File: config.mk
export PLATFORM = sky130hd
export DESIGN_NAME = ffd_mul
export DESIGN_NICKNAME = d
export VERILOG_FILES = /design/src/hdl/ffd_pkg.sv /design/src/hdl/ffd_mul.sv
export SDC_FILE = /design/constraint.sdc
export NUM_CORES = 2
export LEC_CHECK = 0
export BUFFER_PORTS_ARGS = -buffer_cell sky130_fd_sc_hd__buf_2
export CORE_MARGIN = 2
export CORE_UTILIZATION = 65
export DETAILED_ROUTE_END_ITERATION = 8
export PLACE_DENSITY = 0.91
export SETUP_SLACK_MARGIN = 0.3
export SLEW_MARGIN = 0
export SYNTH_ARGS = -nofsm -noshare
export SYNTH_HDL_FRONTEND = slang
export SYNTH_SLANG_ARGS = --single-unit
File: constraint.sdc
create_clock -name clk -period 13.6 [get_ports clk]
set_clock_uncertainty 0.15 [all_clocks]
set_input_delay 1.36 -clock clk [delete_from_list [all_inputs] [get_ports clk]]
set_output_delay 1.36 -clock clk [all_outputs]
set_load 0.005 [all_outputs]
File: src/hdl/ffd_pkg.sv
`timescale 1ns / 1ps
// ----------------------------------------------------------------------------
// ffd_pkg: shared constants and types for the fractional feedback delay
// Store geometry, datapath widths, register map and the store write request.
// ----------------------------------------------------------------------------
package ffd_pkg;

    // Store geometry
    localparam int DEPTH    = 65536;
    localparam int CHANNELS = 2;
    localparam int POS_W    = $clog2(DEPTH);
    localparam int CH_W     = (CHANNELS > 1) ? $clog2(CHANNELS) : 1;
    localparam int ADDR_W   = CH_W + POS_W;

    // Datapath widths
    localparam int SAMPLE_W  = 24;
    localparam int MUL_W     = 33;
    localparam int PROD_W    = 2 * MUL_W;
    localparam int CFG_W     = 24;
    localparam int CFG_IDX_W = 3;

    // Register indexes
    localparam logic [CFG_IDX_W-1:0] REG_TARGET_DELAY = 3'd0;
    localparam logic [CFG_IDX_W-1:0] REG_FEEDBACK     = 3'd1;
    localparam logic [CFG_IDX_W-1:0] REG_WET          = 3'd2;
    localparam logic [CFG_IDX_W-1:0] REG_DRY          = 3'd3;
    localparam logic [CFG_IDX_W-1:0] REG_SMOOTH       = 3'd4;

    // Write request into the sample store
    typedef struct packed {
        logic                en;
        logic [ADDR_W-1:0]   addr;
        logic [SAMPLE_W-1:0] data;
    } store_wr_t;

endpackage

File: src/hdl/ffd_mul.sv
`timescale 1ns / 1ps
// ----------------------------------------------------------------------------
// ffd_mul: shared signed multiplier
// Registered 33 x 33 signed product, one result per cycle.
// ----------------------------------------------------------------------------
module ffd_mul (
    input  logic                                  clk,
    input  logic signed [ffd_pkg::MUL_W-1:0]      a,
    input  logic signed [ffd_pkg::MUL_W-1:0]      b,
    output logic signed [ffd_pkg::PROD_W-1:0]     p
);

    always_ff @(posedge clk)
    begin
        p <= a * b;
    end

endmodule

==> flow_summary.html <==
<table>
<tr><th>Metric</th><th>Value</th></tr>
<tr><th colspan="2">Timing</th></tr>
<tr><td>Final hold violations</td><td>0</td></tr>
<tr><td>Min Tclk post-route</td><td>9.793 ns</td></tr>
<tr><td>Worst slew margin</td><td>between 20% and 30%</td></tr>
<tr><td>Total Neg Setup Slack</td><td>0 ns</td></tr>
<tr><td>Max Clk Rate</td><td>~0.10 GHz</td></tr>
<tr><td>Transition time at the pin with the least slew margin</td><td>approximately 1.1 ns</td></tr>
<tr><td>Setup repair after global routing missed its margin</td><td>no</td></tr>
<tr><td>Final count of pins violating max slew</td><td>0</td></tr>
<tr><td>Final Cycle Share</td><td>around 72%</td></tr>
<tr><td>Final Setup Violations</td><td>0</td></tr>
<tr><th colspan="2">Detailed routing</th></tr>
<tr><td>Length of the first detailed-routing pass in iterations</td><td>9</td></tr>
<tr><td>Via density per instance</td><td>a little under 6</td></tr>
<tr><td>Starting DRC count in detailed routing</td><td>3,199</td></tr>
<tr><td>Vias after detailed routing</td><td>about 30,000</td></tr>
<tr><td>Avg WL per Cell</td><td>roughly 21 µm</td></tr>
<tr><td>Antenna-violating nets left</td><td>0</td></tr>
<tr><td>DRC violations left</td><td>11</td></tr>
<tr><td>Routed wire length</td><td>roughly 110,000 µm</td></tr>
<tr><th colspan="2">CTS</th></tr>
<tr><td>Clk pin slew, worst setup/hold paths</td><td>about 0.06 ns</td></tr>
<tr><td>Clock root cell</td><td>sky130_fd_sc_hd__clkbuf_16</td></tr>
<tr><td>Number of buffers on the longest clock path</td><td>2</td></tr>
<tr><td>Total of hold buffers inserted after clock tree synthesis</td><td>0</td></tr>
<tr><td>Number of clock buffers inserted by TritonCTS</td><td>9</td></tr>
<tr><td>Post-cts sizing count</td><td>0</td></tr>
<tr><td>CTS HTree Levels</td><td>3</td></tr>
<tr><td>TritonCTS clock tree</td><td>built</td></tr>
<tr><td>CTS sink count</td><td>66</td></tr>
<tr><td>Number of setup buffers added after CTS</td><td>0</td></tr>
<tr><th colspan="2">GRT</th></tr>
<tr><td>Vias in the first global route</td><td>34,150</td></tr>
<tr><td>Antenna violations before repair</td><td>5</td></tr>
<tr><td>Combined global-route utilization of all metal layers</td><td>between 30% and 40%</td></tr>
<tr><td>First-pass GRT wire length</td><td>about 180,000 µm</td></tr>
<tr><td>Pin count of the biggest net entering global routing</td><td>34</td></tr>
<tr><td>Overflow after GRT</td><td>0</td></tr>
<tr><th colspan="2">Setup path</th></tr>
<tr><td>Nature of the critical path endpoint</td><td>register</td></tr>
<tr><td>Max Fanout on Critical Path</td><td>33</td></tr>
<tr><td>Critical path startpoint category</td><td>input pin</td></tr>
<tr><td>Setup CP Type</td><td>in -&gt; reg</td></tr>
<tr><td>Critical Path Start</td><td>b[6]</td></tr>
<tr><td>Data required time of the critical path</td><td>approximately 14 ns</td></tr>
<tr><td>Worst EP arrival</td><td>9.90 ns</td></tr>
<tr><th colspan="2">Worst hold path</th></tr>
<tr><td>Hold path startpoint</td><td>b[0]</td></tr>
<tr><td>Hold path cells</td><td>2</td></tr>
<tr><td>Path class of the lowest-slack min-delay path</td><td>in -&gt; reg</td></tr>
<tr><th colspan="2">Placed design</th></tr>
<tr><td>Quantity of I/O buffers inserted on ports</td><td>approximately 130</td></tr>
<tr><td>Detail Placement HPWL</td><td>about 87,000 µm</td></tr>
<tr><td>Placer's final routability congestion estimate</td><td>1.022</td></tr>
<tr><th colspan="2">Layout</th></tr>
<tr><td>Reg with most FFs</td><td>p</td></tr>
<tr><td>Largest register FFs</td><td>between 60 and 70</td></tr>
<tr><td>Most frequent standard cell in the layout excluding fill and tap cells</td><td>sky130_fd_sc_hd__fa_1</td></tr>
<tr><td>Commonest non-fill, non-tap cells in the layout</td><td>1,145 x sky130_fd_sc_hd__fa_1, 1,131 x sky130_fd_sc_hd__inv_1, 562 x sky130_fd_sc_hd__and2_1, 551 x sky130_fd_sc_hd__nand2_1, 217 x sky130_fd_sc_hd__ha_1</td></tr>
<tr><td>Area growth syn-to-layout</td><td>3.090%</td></tr>
<tr><td>Number of nets at the end of the flow</td><td>5,700</td></tr>
<tr><td>Leading registers by flop count</td><td>p: 66 flops</td></tr>
<tr><td>Proportion of layout cells with a drive suffix above 1</td><td>~4.6%</td></tr>
<tr><th colspan="2">Floorplanning</th></tr>
<tr><td>Site Rows</td><td>slightly above 90</td></tr>
<tr><td>Die outline width</td><td>254.3 µm</td></tr>
<tr><td>Number of primary I/O pins</td><td>about 130</td></tr>
<tr><td>Standard cell core area</td><td>just over 0.06 mm²</td></tr>
<tr><td>Area enclosed by the die boundary</td><td>0.06469 mm²</td></tr>
<tr><td>Die Y</td><td>254.3 µm</td></tr>
<tr><td>Effective utilization at floorplan</td><td>roughly two thirds</td></tr>
<tr><th colspan="2">Synthesis</th></tr>
<tr><td>Yosys Warn Count</td><td>0</td></tr>
<tr><td>Mapped cell area</td><td>about 0.041 mm²</td></tr>
<tr><td>Sequential fraction of the synthesis area</td><td>~3.2%</td></tr>
<tr><td>Number of cells produced by synthesis</td><td>4,338</td></tr>
<tr><td>Share of flip-flops with an asynchronous set or reset after synthesis</td><td>0%</td></tr>
<tr><td>Number of enable flip-flop cells after synthesis</td><td>0</td></tr>
<tr><td>Number of storage elements in the synthesis netlist</td><td>66</td></tr>
<tr><td>Post-synth top flop</td><td>sky130_fd_sc_hd__dfxtp_1</td></tr>
<tr><td>Count of different cell masters after synthesis</td><td>80</td></tr>
<tr><td>Syn_nets</td><td>around 5,800</td></tr>
<tr><td>Syn_area_per_cell</td><td>9.390 µm²</td></tr>
<tr><th colspan="2">Flow run</th></tr>
<tr><td>Number of max-cap violations</td><td>0</td></tr>
<tr><th colspan="2">Run status</th></tr>
<tr><td>Failing checks</td><td>DRC</td></tr>
<tr><td>Run status</td><td>finished with violations</td></tr>
</table>
-- per-layer routing --
layer  part of all wire, %  wire (µm)  vias to the layer above  track usage (%)
met2                    49      52800                     2025            58.68
met5                 0.090         98                        -                0
li1                      -          -                    12190                -
met4                   7.2       7857                        3            22.86
met3                    11      12090                      545            9.890
met1                    33      35560                    15270            42.78
-- stage by stage --
stage	utilization [%]	instances	cell area (µm²)	hold WS, ns	setup slack [ns]
floorplan	-	4338	40730	1.337	4.854
global route	67.91	5116	41990	1.427	3.549
detailed placement	67.41	5097	41670	1.584	3.559
CTS	67.90	5113	41980	1.409	3.899
global placement	67.41	5097	41670	1.585	3.670
finish	67.92	5118	41990	1.420	3.807
-- synth_stat cells, types with 6 or more instances --
cell	number	area share, %
sky130_fd_sc_hd__nand3_1	25	0.31
sky130_fd_sc_hd__and2_1	562	8.6
sky130_fd_sc_hd__fa_1	1145	56
sky130_fd_sc_hd__dfxtp_1	66	3.2
sky130_fd_sc_hd__xnor2_1	43	0.92
sky130_fd_sc_hd__inv_1	1131	10
sky130_fd_sc_hd__a21oi_1	57	0.70
sky130_fd_sc_hd__o21ai_1	6	0.074
sky130_fd_sc_hd__buf_2	11	0.14
sky130_fd_sc_hd__nand4_1	11	0.17
sky130_fd_sc_hd__o21ai_0	25	0.31
sky130_fd_sc_hd__o21bai_1	11	0.20
sky130_fd_sc_hd__a211oi_1	7	0.13
sky130_fd_sc_hd__clkbuf_1	208	1.9
sky130_fd_sc_hd__nand2_1	551	5.1
sky130_fd_sc_hd__o21a_1	6	0.11
sky130_fd_sc_hd__nor2_1	68	0.63
sky130_fd_sc_hd__a21o_1	36	0.66
sky130_fd_sc_hd__nand2b_1	12	0.18
sky130_fd_sc_hd__a211o_1	6	0.13
sky130_fd_sc_hd__ha_1	217	6.7
sky130_fd_sc_hd__xor2_1	25	0.54
sky130_fd_sc_hd__nor3_1	7	0.086
sky130_fd_sc_hd__a31oi_1	8	0.12
-- path summary, 6_finish.rpt --
path    end
max   p[58]
min    p[0]
-- kinds of logic after synthesis --
group                      count (synthesis)  synth area share [%]
and+or+nand+nor                         1271                 15.78
AOI/OAI and AO/OA                        219                 4.067
buffers and inverters                   1352                 12.51
adders and majority gates               1362                 62.94
DFF                                       66                 3.244
xor gates and xnor gates                  68                 1.462
-- area by class of cell --
type | instances | area (µm²)
multi-input combinational | 2920 | 34320
fill | 4350 | 19830
inverter | 1131 | 4245
sequential | 66 | 1321
tap | 837 | 1047
timing repair buffer | 143 | 743.2
clock buffer | 12 | 256.5
clock inverter | 4 | 50.05
antenna | 5 | 12.51
-- critical path, cell delays in order --
cell and delay, ns:
sky130_fd_sc_hd__buf_2 0.62, sky130_fd_sc_hd__nand2_1 0.30, sky130_fd_sc_hd__inv_1 0.20, sky130_fd_sc_hd__fa_1 0.49, sky130_fd_sc_hd__fa_1 0.55, sky130_fd_sc_hd__inv_1 0.14, sky130_fd_sc_hd__fa_1 0.58, sky130_fd_sc_hd__inv_1 0.08
sky130_fd_sc_hd__fa_1 1.22, sky130_fd_sc_hd__fa_1 0.60, sky130_fd_sc_hd__fa_1 0.51, sky130_fd_sc_hd__fa_1 0.51, sky130_fd_sc_hd__inv_1 0.05, sky130_fd_sc_hd__fa_1 0.48, sky130_fd_sc_hd__inv_1 0.04, sky130_fd_sc_hd__ha_1 0.39
sky130_fd_sc_hd__and3_1 0.23, sky130_fd_sc_hd__nand3_1 0.14, sky130_fd_sc_hd__nand2b_1 0.25, sky130_fd_sc_hd__nor2_1 0.12, sky130_fd_sc_hd__a211oi_4 0.51, sky130_fd_sc_hd__a21oi_2 0.15, sky130_fd_sc_hd__nor4b_2 0.27, sky130_fd_sc_hd__a311oi_1 0.08
Power is not shown: default switching activity piles up to over one toggle a cycle in this logic, so the estimate is an artifact.
